--- src/rtl/core/gjtm_pkg.sv ---
// Shared types and constants for the gamepad to joypad turbo mapper.
package gjtm_pkg;

   // Field widths of the request and response transactions
   localparam int PAD_INDEX_W    = 2;
   localparam int BUTTONS_W      = 10;
   localparam int STICK_W        = 8;
   localparam int JOYPAD_W       = 8;

   // Configuration port
   localparam int CSR_INDEX_W    = 1;
   localparam int CSR_DATA_W     = 7;
   localparam int TURBO_W        = 4;
   localparam int RADIUS_W       = 7;

   localparam logic [CSR_INDEX_W-1:0] CSR_TURBO_PERIOD    = 1'd0;
   localparam logic [CSR_INDEX_W-1:0] CSR_DEADZONE_RADIUS = 1'd1;

   localparam logic [TURBO_W-1:0]  TURBO_PERIOD_RESET    = 4'd2;
   localparam logic [RADIUS_W-1:0] DEADZONE_RADIUS_RESET = 7'd70;

   // Sector slope, 2.414 in 8-bit fixed point
   localparam int K_NUM   = 618;
   localparam int K_SHIFT = 8;

   // Stick magnitude, squares and sums
   localparam int MAG_W   = 8;
   localparam int SQ_W    = 2 * MAG_W;
   localparam int SLOPE_W = 17;

   // Sequencer states
   typedef enum logic [1:0] {
      ST_IDLE,
      ST_SQX,
      ST_SQY,
      ST_FIN
   } state_type;

   // Operand select of the shared multiplier
   typedef enum logic [1:0] {
      SEL_X,
      SEL_Y,
      SEL_R
   } mul_sel_type;

   // Commands from controller to datapath
   typedef struct packed {
      logic        load_item;
      logic        acc_load;
      logic        acc_add;
      logic        finish;
      mul_sel_type mul_sel;
   } cmd_type;

endpackage

--- src/rtl/core/gjtm_req_if.sv ---
// Request channel: one poll of one pad.
interface gjtm_req_if;
   import gjtm_pkg::*;

   logic                          valid;
   logic                          ready;
   logic        [PAD_INDEX_W-1:0] pad_index;
   logic        [BUTTONS_W-1:0]   buttons_held;
   logic signed [STICK_W-1:0]     stick_x;
   logic signed [STICK_W-1:0]     stick_y;

   modport source (output valid, pad_index, buttons_held, stick_x, stick_y, input ready);
   modport sink   (input valid, pad_index, buttons_held, stick_x, stick_y, output ready);
endinterface

--- src/rtl/core/gjtm_rsp_if.sv ---
// Response channel: pad number and joypad byte.
interface gjtm_rsp_if;
   import gjtm_pkg::*;

   logic                   valid;
   logic                   ready;
   logic [PAD_INDEX_W-1:0] pad_number;
   logic [JOYPAD_W-1:0]    joypad_byte;

   modport source (output valid, pad_number, joypad_byte, input ready);
   modport sink   (input valid, pad_number, joypad_byte, output ready);
endinterface

--- src/rtl/core/gamepad_to_joypad_turbo_mapper.sv ---
// Top level of the gamepad to joypad turbo mapper.
//
// Channels: req_if carries one poll of one pad (pad index, ten held buttons,
// signed stick X/Y); rsp_if returns the pad number and the 8-bit joypad byte
// (A, B, Select, Start, Up, Down, Left, Right). Both use valid/ready.
// The csr_ port writes turbo_period (index 0) and deadzone_radius (index 1).
//
// Each accepted transaction is sequenced through the states SQX, SQY and
// FIN into the output register, and the next poll is accepted only once
// the sequencer is back in idle. The datapath has a single 8x8 multiplier,
// used once for each of x squared, y squared and the dead-zone radius squared.
// The output register lets the next poll be accepted and squared while a
// result still waits; a stalled receiver holds the sequencer in its final
// step once the following result is ready.
//
// Reset clears the turbo counters and held flags of every pad, empties the
// output register and loads turbo_period 2 and deadzone_radius 70.
module gamepad_to_joypad_turbo_mapper #(
   parameter int PAD_COUNT = 4
) (
   input  logic                              clock,
   input  logic                              reset,
   gjtm_req_if.sink                          req_if,
   gjtm_rsp_if.source                        rsp_if,
   input  logic                              csr_write_enable,
   input  logic [gjtm_pkg::CSR_INDEX_W-1:0]  csr_index,
   input  logic [gjtm_pkg::CSR_DATA_W-1:0]   csr_write_data
);
   import gjtm_pkg::*;

   cmd_type cmd;

   // Sequencer
   gjtm_ctrl u_ctrl (
      .clock     (clock),
      .reset     (reset),
      .req_valid (req_if.valid),
      .req_ready (req_if.ready),
      .rsp_valid (rsp_if.valid),
      .rsp_ready (rsp_if.ready),
      .cmd       (cmd)
   );

   // Datapath
   gjtm_datapath #(
      .PAD_COUNT (PAD_COUNT)
   ) u_datapath (
      .clock            (clock),
      .reset            (reset),
      .cmd              (cmd),
      .req_pad_index    (req_if.pad_index),
      .req_buttons_held (req_if.buttons_held),
      .req_stick_x      (req_if.stick_x),
      .req_stick_y      (req_if.stick_y),
      .csr_write_enable (csr_write_enable),
      .csr_index        (csr_index),
      .csr_write_data   (csr_write_data),
      .rsp_pad_number   (rsp_if.pad_number),
      .rsp_joypad_byte  (rsp_if.joypad_byte)
   );

endmodule

--- src/rtl/core/gjtm_datapath.sv ---
// Datapath: turbo counters, configuration, shared multiplier, sector logic, output register.
module gjtm_datapath #(
   parameter int PAD_COUNT = 4
) (
   input  logic                                    clock,
   input  logic                                    reset,
   input  gjtm_pkg::cmd_type                       cmd,
   input  logic        [gjtm_pkg::PAD_INDEX_W-1:0] req_pad_index,
   input  logic        [gjtm_pkg::BUTTONS_W-1:0]   req_buttons_held,
   input  logic signed [gjtm_pkg::STICK_W-1:0]     req_stick_x,
   input  logic signed [gjtm_pkg::STICK_W-1:0]     req_stick_y,
   input  logic                                    csr_write_enable,
   input  logic        [gjtm_pkg::CSR_INDEX_W-1:0] csr_index,
   input  logic        [gjtm_pkg::CSR_DATA_W-1:0]  csr_write_data,
   output logic        [gjtm_pkg::PAD_INDEX_W-1:0] rsp_pad_number,
   output logic        [gjtm_pkg::JOYPAD_W-1:0]    rsp_joypad_byte
);
   import gjtm_pkg::*;

   localparam int IDX_W = (PAD_COUNT > 1) ? $clog2(PAD_COUNT) : 1;

   typedef struct packed {
      logic               ok;
      logic [TURBO_W-1:0] next;
   } lane_type;

   // One turbo lane: may the button count, and the counter's next value
   function automatic lane_type turbo_lane(input logic [TURBO_W-1:0] count,
                                           input logic held_before,
                                           input logic [TURBO_W-1:0] period);
      lane_type             r;
      logic [TURBO_W-1:0]   c;
      r.ok = (count == '0) || !held_before;
      c    = r.ok ? period : count;
      r.next = (c != '0) ? c - TURBO_W'(1) : c;
      return r;
   endfunction

   // Configuration registers
   logic [TURBO_W-1:0]  turbo_period_ff;
   logic [RADIUS_W-1:0] deadzone_radius_ff;

   // Per-pad turbo state
   logic [TURBO_W-1:0] turbo_a_count_ff [PAD_COUNT];
   logic [TURBO_W-1:0] turbo_b_count_ff [PAD_COUNT];
   logic [1:0]         prev_turbo_held_ff [PAD_COUNT];

   // Item registers
   logic        [PAD_INDEX_W-1:0] pad_ff;
   logic        [JOYPAD_W-1:0]    base_byte_ff, base_byte_in;
   logic signed [STICK_W-1:0]     x_ff, y_ff;
   logic        [SQ_W-1:0]        acc_ff;
   logic        [PAD_INDEX_W-1:0] pad_number_ff;
   logic        [JOYPAD_W-1:0]    joypad_byte_ff, joypad_byte_in;

   logic               in_range;
   logic [IDX_W-1:0]   idx;
   logic [TURBO_W-1:0] cnt_a, cnt_b;
   logic [1:0]         held_prev;
   lane_type           lane_a, lane_b;

   logic [MAG_W-1:0]   ax, ay, op;
   logic [SQ_W-1:0]    prod;
   logic [SLOPE_W-1:0] kx, ky, sx, sy;
   logic               outside, x_zero, y_zero, x_pos, y_pos;
   logic [JOYPAD_W-1:0] dir;

   // Configuration writes
   always_ff @(posedge clock) begin
      if (reset) begin
         turbo_period_ff    <= TURBO_PERIOD_RESET;
         deadzone_radius_ff <= DEADZONE_RADIUS_RESET;
      end else if (csr_write_enable) begin
         unique case (csr_index)
            CSR_TURBO_PERIOD:    turbo_period_ff    <= csr_write_data[TURBO_W-1:0];
            CSR_DEADZONE_RADIUS: deadzone_radius_ff <= csr_write_data[RADIUS_W-1:0];
            default: ;
         endcase
      end
   end

   // Read the polled pad's turbo state
   assign in_range  = 32'(req_pad_index) < PAD_COUNT;
   assign idx       = req_pad_index[IDX_W-1:0];
   assign cnt_a     = in_range ? turbo_a_count_ff[idx]   : '0;
   assign cnt_b     = in_range ? turbo_b_count_ff[idx]   : '0;
   assign held_prev = in_range ? prev_turbo_held_ff[idx] : '0;
   assign lane_a    = turbo_lane(cnt_a, held_prev[0], turbo_period_ff);
   assign lane_b    = turbo_lane(cnt_b, held_prev[1], turbo_period_ff);

   // Advance the polled pad's turbo state on acceptance
   always_ff @(posedge clock) begin
      for (int i = 0; i < PAD_COUNT; i++) begin
         if (reset) begin
            turbo_a_count_ff[i]   <= '0;
            turbo_b_count_ff[i]   <= '0;
            prev_turbo_held_ff[i] <= '0;
         end else if (cmd.load_item && in_range && (idx == IDX_W'(i))) begin
            turbo_a_count_ff[i]   <= lane_a.next;
            turbo_b_count_ff[i]   <= lane_b.next;
            prev_turbo_held_ff[i] <= req_buttons_held[5:4];
         end
      end
   end

   // Map buttons to the joypad byte
   always_comb begin
      base_byte_in[0] = req_buttons_held[0] | (req_buttons_held[4] & lane_a.ok);
      base_byte_in[1] = req_buttons_held[1] | (req_buttons_held[5] & lane_b.ok);
      base_byte_in[2] = req_buttons_held[3];
      base_byte_in[3] = req_buttons_held[2];
      base_byte_in[4] = req_buttons_held[6];
      base_byte_in[5] = req_buttons_held[7];
      base_byte_in[6] = req_buttons_held[8];
      base_byte_in[7] = req_buttons_held[9];
   end

   // Capture the item
   always_ff @(posedge clock) begin
      if (cmd.load_item) begin
         pad_ff       <= req_pad_index;
         base_byte_ff <= base_byte_in;
         x_ff         <= req_stick_x;
         y_ff         <= req_stick_y;
      end
   end

   // Shared multiplier: x squared, y squared, radius squared
   assign ax = x_ff[STICK_W-1] ? $unsigned(-x_ff) : $unsigned(x_ff);
   assign ay = y_ff[STICK_W-1] ? $unsigned(-y_ff) : $unsigned(y_ff);

   always_comb begin
      unique case (cmd.mul_sel)
         SEL_X:   op = ax;
         SEL_Y:   op = ay;
         SEL_R:   op = MAG_W'(deadzone_radius_ff);
         default: op = '0;
      endcase
   end

   assign prod = SQ_W'(op) * SQ_W'(op);

   // Accumulate the squared magnitude
   always_ff @(posedge clock) begin
      if (cmd.acc_load) begin
         acc_ff <= prod;
      end else if (cmd.acc_add) begin
         acc_ff <= acc_ff + prod;
      end
   end

   // Sector tests against the fixed-point slope
   assign kx      = SLOPE_W'(ax) * SLOPE_W'(K_NUM);
   assign ky      = SLOPE_W'(ay) * SLOPE_W'(K_NUM);
   assign sx      = SLOPE_W'(ax) << K_SHIFT;
   assign sy      = SLOPE_W'(ay) << K_SHIFT;
   assign outside = acc_ff > prod;
   assign x_zero  = (x_ff == '0);
   assign y_zero  = (y_ff == '0);
   assign x_pos   = !x_ff[STICK_W-1] && !x_zero;
   assign y_pos   = !y_ff[STICK_W-1] && !y_zero;

   always_comb begin
      dir = '0;
      if (outside) begin
         if (y_zero) begin
            dir[7] = x_pos;
            dir[6] = !x_pos;
         end else if (x_zero) begin
            dir[4] = y_pos;
            dir[5] = !y_pos;
         end else begin
            if (sy < kx) begin
               dir[7] = x_pos;
               dir[6] = !x_pos;
            end
            if (sx < ky) begin
               dir[4] = y_pos;
               dir[5] = !y_pos;
            end
         end
      end
   end

   assign joypad_byte_in = base_byte_ff | dir;

   // Output register
   always_ff @(posedge clock) begin
      if (cmd.finish) begin
         pad_number_ff  <= pad_ff;
         joypad_byte_ff <= joypad_byte_in;
      end
   end

   assign rsp_pad_number  = pad_number_ff;
   assign rsp_joypad_byte = joypad_byte_ff;

endmodule

--- src/rtl/core/gjtm_ctrl.sv ---
// Controller: sequencer state machine and response valid flag.
module gjtm_ctrl (
   input  logic              clock,
   input  logic              reset,
   input  logic              req_valid,
   output logic              req_ready,
   output logic              rsp_valid,
   input  logic              rsp_ready,
   output gjtm_pkg::cmd_type cmd
);
   import gjtm_pkg::*;

   state_type state_ff, state_in;
   logic      rsp_valid_ff, rsp_valid_in;
   logic      out_free;

   assign out_free = !rsp_valid_ff || rsp_ready;

   // Next state
   always_comb begin
      state_in = state_ff;
      unique case (state_ff)
         ST_IDLE: if (req_valid) state_in = ST_SQX;
         ST_SQX:  state_in = ST_SQY;
         ST_SQY:  state_in = ST_FIN;
         ST_FIN:  if (out_free) state_in = ST_IDLE;
         default: state_in = ST_IDLE;
      endcase
   end

   // Outputs
   always_comb begin
      req_ready     = 1'b0;
      cmd.load_item = 1'b0;
      cmd.acc_load  = 1'b0;
      cmd.acc_add   = 1'b0;
      cmd.finish    = 1'b0;
      cmd.mul_sel   = SEL_X;
      unique case (state_ff)
         ST_IDLE: begin
            req_ready     = 1'b1;
            cmd.load_item = req_valid;
         end
         ST_SQX: begin
            cmd.mul_sel  = SEL_X;
            cmd.acc_load = 1'b1;
         end
         ST_SQY: begin
            cmd.mul_sel = SEL_Y;
            cmd.acc_add = 1'b1;
         end
         ST_FIN: begin
            cmd.mul_sel = SEL_R;
            cmd.finish  = out_free;
         end
         default: ;
      endcase
   end

   // Hold the response until taken
   assign rsp_valid_in = cmd.finish ? 1'b1 : (rsp_ready ? 1'b0 : rsp_valid_ff);

   always_ff @(posedge clock) begin
      if (reset) begin
         state_ff     <= ST_IDLE;
         rsp_valid_ff <= 1'b0;
      end else begin
         state_ff     <= state_in;
         rsp_valid_ff <= rsp_valid_in;
      end
   end

   assign rsp_valid = rsp_valid_ff;

   a_finish_needs_room: assert property (@(posedge clock) disable iff (reset)
      cmd.finish |-> (!rsp_valid_ff || rsp_ready))
      else $error("result loaded over an untaken result");

   a_finish_sets_valid: assert property (@(posedge clock) disable iff (reset)
      cmd.finish |=> rsp_valid_ff)
      else $error("finished result not presented");

   a_accept_starts: assert property (@(posedge clock) disable iff (reset)
      (req_valid && req_ready) |=> (state_ff == ST_SQX))
      else $error("accepted transaction did not start the sequence");

   a_sqx_to_sqy: assert property (@(posedge clock) disable iff (reset)
      (state_ff == ST_SQX) |=> (state_ff == ST_SQY))
      else $error("sequencer skipped the second square");

endmodule
--- src/flat_wrapper.sv ---
// flat-port wrapper written by rule: the top's interface ports become plain ports
module gamepad_to_joypad_turbo_mapper_flat import gjtm_pkg::*;
#(
   parameter int PAD_COUNT = 4
)
  (clock, reset, csr_write_enable, csr_index, csr_write_data, req_if_valid, req_if_pad_index, req_if_buttons_held, req_if_stick_x, req_if_stick_y, req_if_ready, rsp_if_valid, rsp_if_pad_number, rsp_if_joypad_byte, rsp_if_ready);
  gjtm_req_if req_if_i ();
  gjtm_rsp_if rsp_if_i ();
  input  logic clock;
  input  logic reset;
  input  logic csr_write_enable;
  input  logic [gjtm_pkg::CSR_INDEX_W-1:0] csr_index;
  input  logic [gjtm_pkg::CSR_DATA_W-1:0] csr_write_data;
  input wire logic [$bits(req_if_i.valid)-1:0] req_if_valid;
  input wire logic [$bits(req_if_i.pad_index)-1:0] req_if_pad_index;
  input wire logic [$bits(req_if_i.buttons_held)-1:0] req_if_buttons_held;
  input wire logic [$bits(req_if_i.stick_x)-1:0] req_if_stick_x;
  input wire logic [$bits(req_if_i.stick_y)-1:0] req_if_stick_y;
  output wire logic [$bits(req_if_i.ready)-1:0] req_if_ready;
  output wire logic [$bits(rsp_if_i.valid)-1:0] rsp_if_valid;
  output wire logic [$bits(rsp_if_i.pad_number)-1:0] rsp_if_pad_number;
  output wire logic [$bits(rsp_if_i.joypad_byte)-1:0] rsp_if_joypad_byte;
  input wire logic [$bits(rsp_if_i.ready)-1:0] rsp_if_ready;
  assign req_if_i.valid = req_if_valid;
  assign req_if_i.pad_index = req_if_pad_index;
  assign req_if_i.buttons_held = req_if_buttons_held;
  assign req_if_i.stick_x = req_if_stick_x;
  assign req_if_i.stick_y = req_if_stick_y;
  assign req_if_ready = req_if_i.ready;
  assign rsp_if_valid = rsp_if_i.valid;
  assign rsp_if_pad_number = rsp_if_i.pad_number;
  assign rsp_if_joypad_byte = rsp_if_i.joypad_byte;
  assign rsp_if_i.ready = rsp_if_ready;
  gamepad_to_joypad_turbo_mapper #(.PAD_COUNT(PAD_COUNT)) u_core (.clock(clock), .reset(reset), .req_if(req_if_i), .rsp_if(rsp_if_i), .csr_write_enable(csr_write_enable), .csr_index(csr_index), .csr_write_data(csr_write_data));
endmodule
--- config.mk ---
export PLATFORM = sky130hd
export DESIGN_NAME = gamepad_to_joypad_turbo_mapper_flat
export DESIGN_NICKNAME = d
export VERILOG_FILES = /design/src/rtl/core/gjtm_pkg.sv /design/src/rtl/core/gjtm_req_if.sv /design/src/rtl/core/gjtm_rsp_if.sv /design/src/rtl/core/gamepad_to_joypad_turbo_mapper.sv /design/src/rtl/core/gjtm_datapath.sv /design/src/rtl/core/gjtm_ctrl.sv /design/src/flat_wrapper.sv
export SDC_FILE = /design/constraint.sdc
export NUM_CORES = 1
export LEC_CHECK = 0
export BUFFER_PORTS_ARGS = -buffer_cell sky130_fd_sc_hd__buf_4
export CAP_MARGIN = 20
export CORE_UTILIZATION = 40
export DETAILED_ROUTE_END_ITERATION = 16
export HOLD_SLACK_MARGIN = 0.02
export SLEW_MARGIN = 10
export SYNTH_ARGS = -nofsm -noshare
export SYNTH_HDL_FRONTEND = slang
export SYNTH_SLANG_ARGS = --single-unit
--- constraint.sdc ---
create_clock -name clock -period 10.12 [get_ports clock]
set_input_delay 1.012 -clock clock [delete_from_list [all_inputs] [get_ports clock]]
set_output_delay 1.012 -clock clock [all_outputs]
set_load 0.05 [all_outputs]
==> out/qor.yml <==
die_h_um: 164
post_synth_instance_area_mm2: 0.0104
final-instance-count-excl-fill: 1458
ys_warn_count: 0
yosys_reg_bits: 106
row_count: 58
maximum_number_of_pins_on_one_net_before_global_route_repair: 36
hold_viol: 0
synth_edf_count: 92
synth_cell_type_count: 72
yosys_most_used_dff: "sky130_fd_sc_hd__edfxtp_1"
worst-path-max-fanout: 8
die_x_um: 164
timing.max_cap.violations: 0
wl_per_cell_um: 16.2
post_drt_via_cell_ratio: 5.21
initialDrtViolationCount: 330
floorplan.core_area_mm2: 0.0254
layout-area-overhead-vs-synth_pct: 10.4
floorplan.initialDensity_pct: 41.1
dpl.cell_count: 1441
design.die.area_mm2: 0.0267
period_minus_slack_ns: 8.10
cts-buffers-inserted: 9
ctsResizeCount: 0
fraction_of_registers_with_async_set_reset_pct: 0
cts.reportedPaths.clkPinSlew_ns: 0.09
clock.fmax_mhz: 123
worst-endpoint-arrival_ns: 8.18
postCtsHoldBufs: 0
count_of_inserted_antenna_diode_cells: 0
clock_skew_ns: 0.0210
worstSetupPathType: "reg -> reg"
critical-path-slowest-cell: "sky130_fd_sc_hd__edfxtp_1"
cts.htree.levels: 3
worst_slew_pin_slew_ns: 1.01
postcts_setup_bufs: 0
cts_tree: "done"
max_stage_delay_ns: 0.56
path_delay_family: "adder cells"
leading_cell_type_in_the_layout_fill_and_taps_excluded: "sky130_fd_sc_hd__ha_1"
grt_overflow: 0
insertion_delay_ns: 0.37
io_pins: 53
grt_pass1_wl_um: 39000
post-route-period-util_pct: 80.0
syn-mean-instance-area_um2: 9.73
root_buffer: "sky130_fd_sc_hd__clkbuf_16"
syn_inst: 1073
timing.hold.worst.class: "reg -> reg"
layout_common_cells: "sky130_fd_sc_hd__ha_1, sky130_fd_sc_hd__inv_1, sky130_fd_sc_hd__nor2_1, sky130_fd_sc_hd__edfxtp_1, sky130_fd_sc_hd__nand2_1"
relSlewSlack_pct: 32.7
crit_required_ns: 10.21
placer_congestion_estimate: 0.847
status: "finished, final reports clean"
drt-pass1-iter-count: 5
route.vias.total: 7595
setup_viol: 0
grt_usage_pct: 18.8
antenna_found_initial: 0
yosysSeqAreaShare_pct: 29.2
synth.net_count: 1330
detailed_route_wire_length_um: 23700
post-route-drc-count: 0
antenna_violating_nets_post_route: 0
finalMaxSlewViolations: 0
layout-drive-gt1-share_pct: 9.31
port-buffer-count: 52
clock_path_buffers: 2
rsz0062_at_grt: "no"
setup_crit_end_kind: "flip-flop"
timing.critical_path.from_type: "flip-flop"
clock_sink_count: 106
hpwl_um: 18400
critical_path.n_buffers_inverters: 4
vias_in_the_first_global_route: 7527
finalSetupTns_ns: 0
finish.net_count: 1380
==> final cells by class <==
type	count	area [um2]
Tap cell	330	413
Timing Repair Buffer	59	447
Inverter	158	593
Sequential cell	106	3040
Clock inverter	7	86.3
Fill cell	2445	13900
Clock buffer	9	225
Multi-Input combinational cell	789	6720
==> kinds of logic (layout without fill, tap and decap cells) <==
kind of cell,Yosys count,after routing,share of synthesized area [%]
and+or+nand+nor,312,312,14.7
adders and majority gates,216,216,29.5
AOI/OAI and AO/OA,185,185,12.0
buffers and inverters,178,233,6.50
DFF,106,106,29.2
xor gates and xnor gates,53,53,4.45
muxes,23,23,3.73
==> synth_stat cells (3+ instances only) <==
| library cell | number | area share [%] |
|---|---|---|
| sky130_fd_sc_hd__ha_1 | 166 | 20 |
| sky130_fd_sc_hd__inv_1 | 158 | 5.7 |
| sky130_fd_sc_hd__nor2_1 | 109 | 3.9 |
| sky130_fd_sc_hd__edfxtp_1 | 92 | 26 |
| sky130_fd_sc_hd__nand2_1 | 69 | 2.5 |
| sky130_fd_sc_hd__a21oi_1 | 50 | 2.4 |
| sky130_fd_sc_hd__fa_1 | 50 | 9.6 |
| sky130_fd_sc_hd__xnor2_1 | 37 | 3.1 |
| sky130_fd_sc_hd__o21ai_0 | 34 | 1.6 |
| sky130_fd_sc_hd__nor3_1 | 25 | 1.2 |
| sky130_fd_sc_hd__nand3_1 | 19 | 0.91 |
| sky130_fd_sc_hd__a21o_1 | 16 | 1.2 |
| sky130_fd_sc_hd__clkbuf_1 | 16 | 0.58 |
| sky130_fd_sc_hd__xor2_1 | 16 | 1.3 |
| sky130_fd_sc_hd__nand2b_1 | 15 | 0.90 |
| sky130_fd_sc_hd__dfxtp_1 | 14 | 2.7 |
| sky130_fd_sc_hd__nor2b_1 | 12 | 0.72 |
| sky130_fd_sc_hd__a31oi_1 | 10 | 0.60 |
| sky130_fd_sc_hd__mux2i_1 | 10 | 0.96 |
| sky130_fd_sc_hd__a211oi_1 | 9 | 0.65 |
| sky130_fd_sc_hd__and3_1 | 9 | 0.54 |
| sky130_fd_sc_hd__o21a_1 | 8 | 0.58 |
| sky130_fd_sc_hd__o21bai_1 | 8 | 0.58 |
| sky130_fd_sc_hd__or2_2 | 8 | 0.48 |
| sky130_fd_sc_hd__o211ai_1 | 7 | 0.50 |
| sky130_fd_sc_hd__or3_1 | 7 | 0.42 |
| sky130_fd_sc_hd__mux4_1 | 6 | 1.5 |
| sky130_fd_sc_hd__nor4_1 | 5 | 0.30 |
| sky130_fd_sc_hd__a221oi_1 | 4 | 0.34 |
| sky130_fd_sc_hd__a22oi_1 | 4 | 0.29 |
| sky130_fd_sc_hd__and2_1 | 4 | 0.24 |
| sky130_fd_sc_hd__and4b_1 | 4 | 0.38 |
| sky130_fd_sc_hd__mux4_2 | 4 | 0.86 |
| sky130_fd_sc_hd__nand3b_1 | 4 | 0.29 |
| sky130_fd_sc_hd__nor4bb_1 | 4 | 0.38 |
| sky130_fd_sc_hd__o31ai_1 | 4 | 0.29 |
| sky130_fd_sc_hd__a211o_1 | 3 | 0.25 |
| sky130_fd_sc_hd__a222oi_1 | 3 | 0.29 |
| sky130_fd_sc_hd__nor4b_1 | 3 | 0.25 |
| sky130_fd_sc_hd__o41ai_1 | 3 | 0.25 |
| sky130_fd_sc_hd__or4b_2 | 3 | 0.29 |
==> state kept, by name, summed over array words and instances, names as in the netlist <==
signal and count:
u_core.u_datapath.prev_turbo_held_ff 8, u_core.u_datapath.rsp_joypad_byte 8, u_core.u_datapath.y_ff 8, u_core.u_ctrl.state_ff 2, u_core.u_datapath.x_ff 8, u_core.u_datapath.turbo_a_count_ff 16, u_core.u_datapath.rsp_pad_number 2, u_core.u_ctrl.rsp_valid 1
u_core.u_datapath.deadzone_radius_ff 7, u_core.u_datapath.pad_ff 2, u_core.u_datapath.turbo_period_ff 4, u_core.u_datapath.turbo_b_count_ff 16, u_core.u_datapath.acc_ff 16, u_core.u_datapath.base_byte_ff 8
==> metrics by stage <==
| stage | hold slack [ns] | instance area (um2) | utilization [%] | worst slack (ns) |
|---|---|---|---|---|
| global placement | 0.402 | 11200 | 44.1 | 2.26 |
| floorplan | 0.400 | 10400 | - | 3.13 |
| finish | 0.426 | 11500 | 45.4 | 2.02 |
| detailed placement | 0.408 | 11200 | 44.1 | 2.09 |
| global route | 0.437 | 11500 | 45.4 | 1.44 |
| CTS | 0.429 | 11500 | 45.3 | 2.05 |
==> layer usage <==
| metal | vias to the layer above | share of wire [%] | track usage (%) | wire (um) |
|---|---|---|---|---|
| met5 | - | 0 | 0 | 0 |
| met4 | 0 | 0.96 | 3.91 | 227 |
| met2 | 101 | 45 | 30.0 | 10700 |
| li1 | 3866 | - | - | - |
| met1 | 3614 | 51 | 26.8 | 12000 |
| met3 | 14 | 3.3 | 3.02 | 785 |
==> path summary, 6_finish.rpt <==
path	start	end	slack, ns	depth (start not counted)
setup / recovery	u_core.u_datapath.x_ff[0]	u_core.u_datapath.rsp_joypad_byte[4]	2.02	28
hold / removal	u_core.u_datapath.pad_ff[0]	u_core.u_datapath.rsp_pad_number[0]	0.43	0
setup reg to reg	u_core.u_datapath.x_ff[0]	u_core.u_datapath.rsp_joypad_byte[4]	2.02	28
hold reg to reg	u_core.u_datapath.pad_ff[0]	u_core.u_datapath.rsp_pad_number[0]	0.43	0
Power is left out: the tool's default activity adds up to more than one toggle a clock period on the data nets, which glitch-free logic cannot reach.
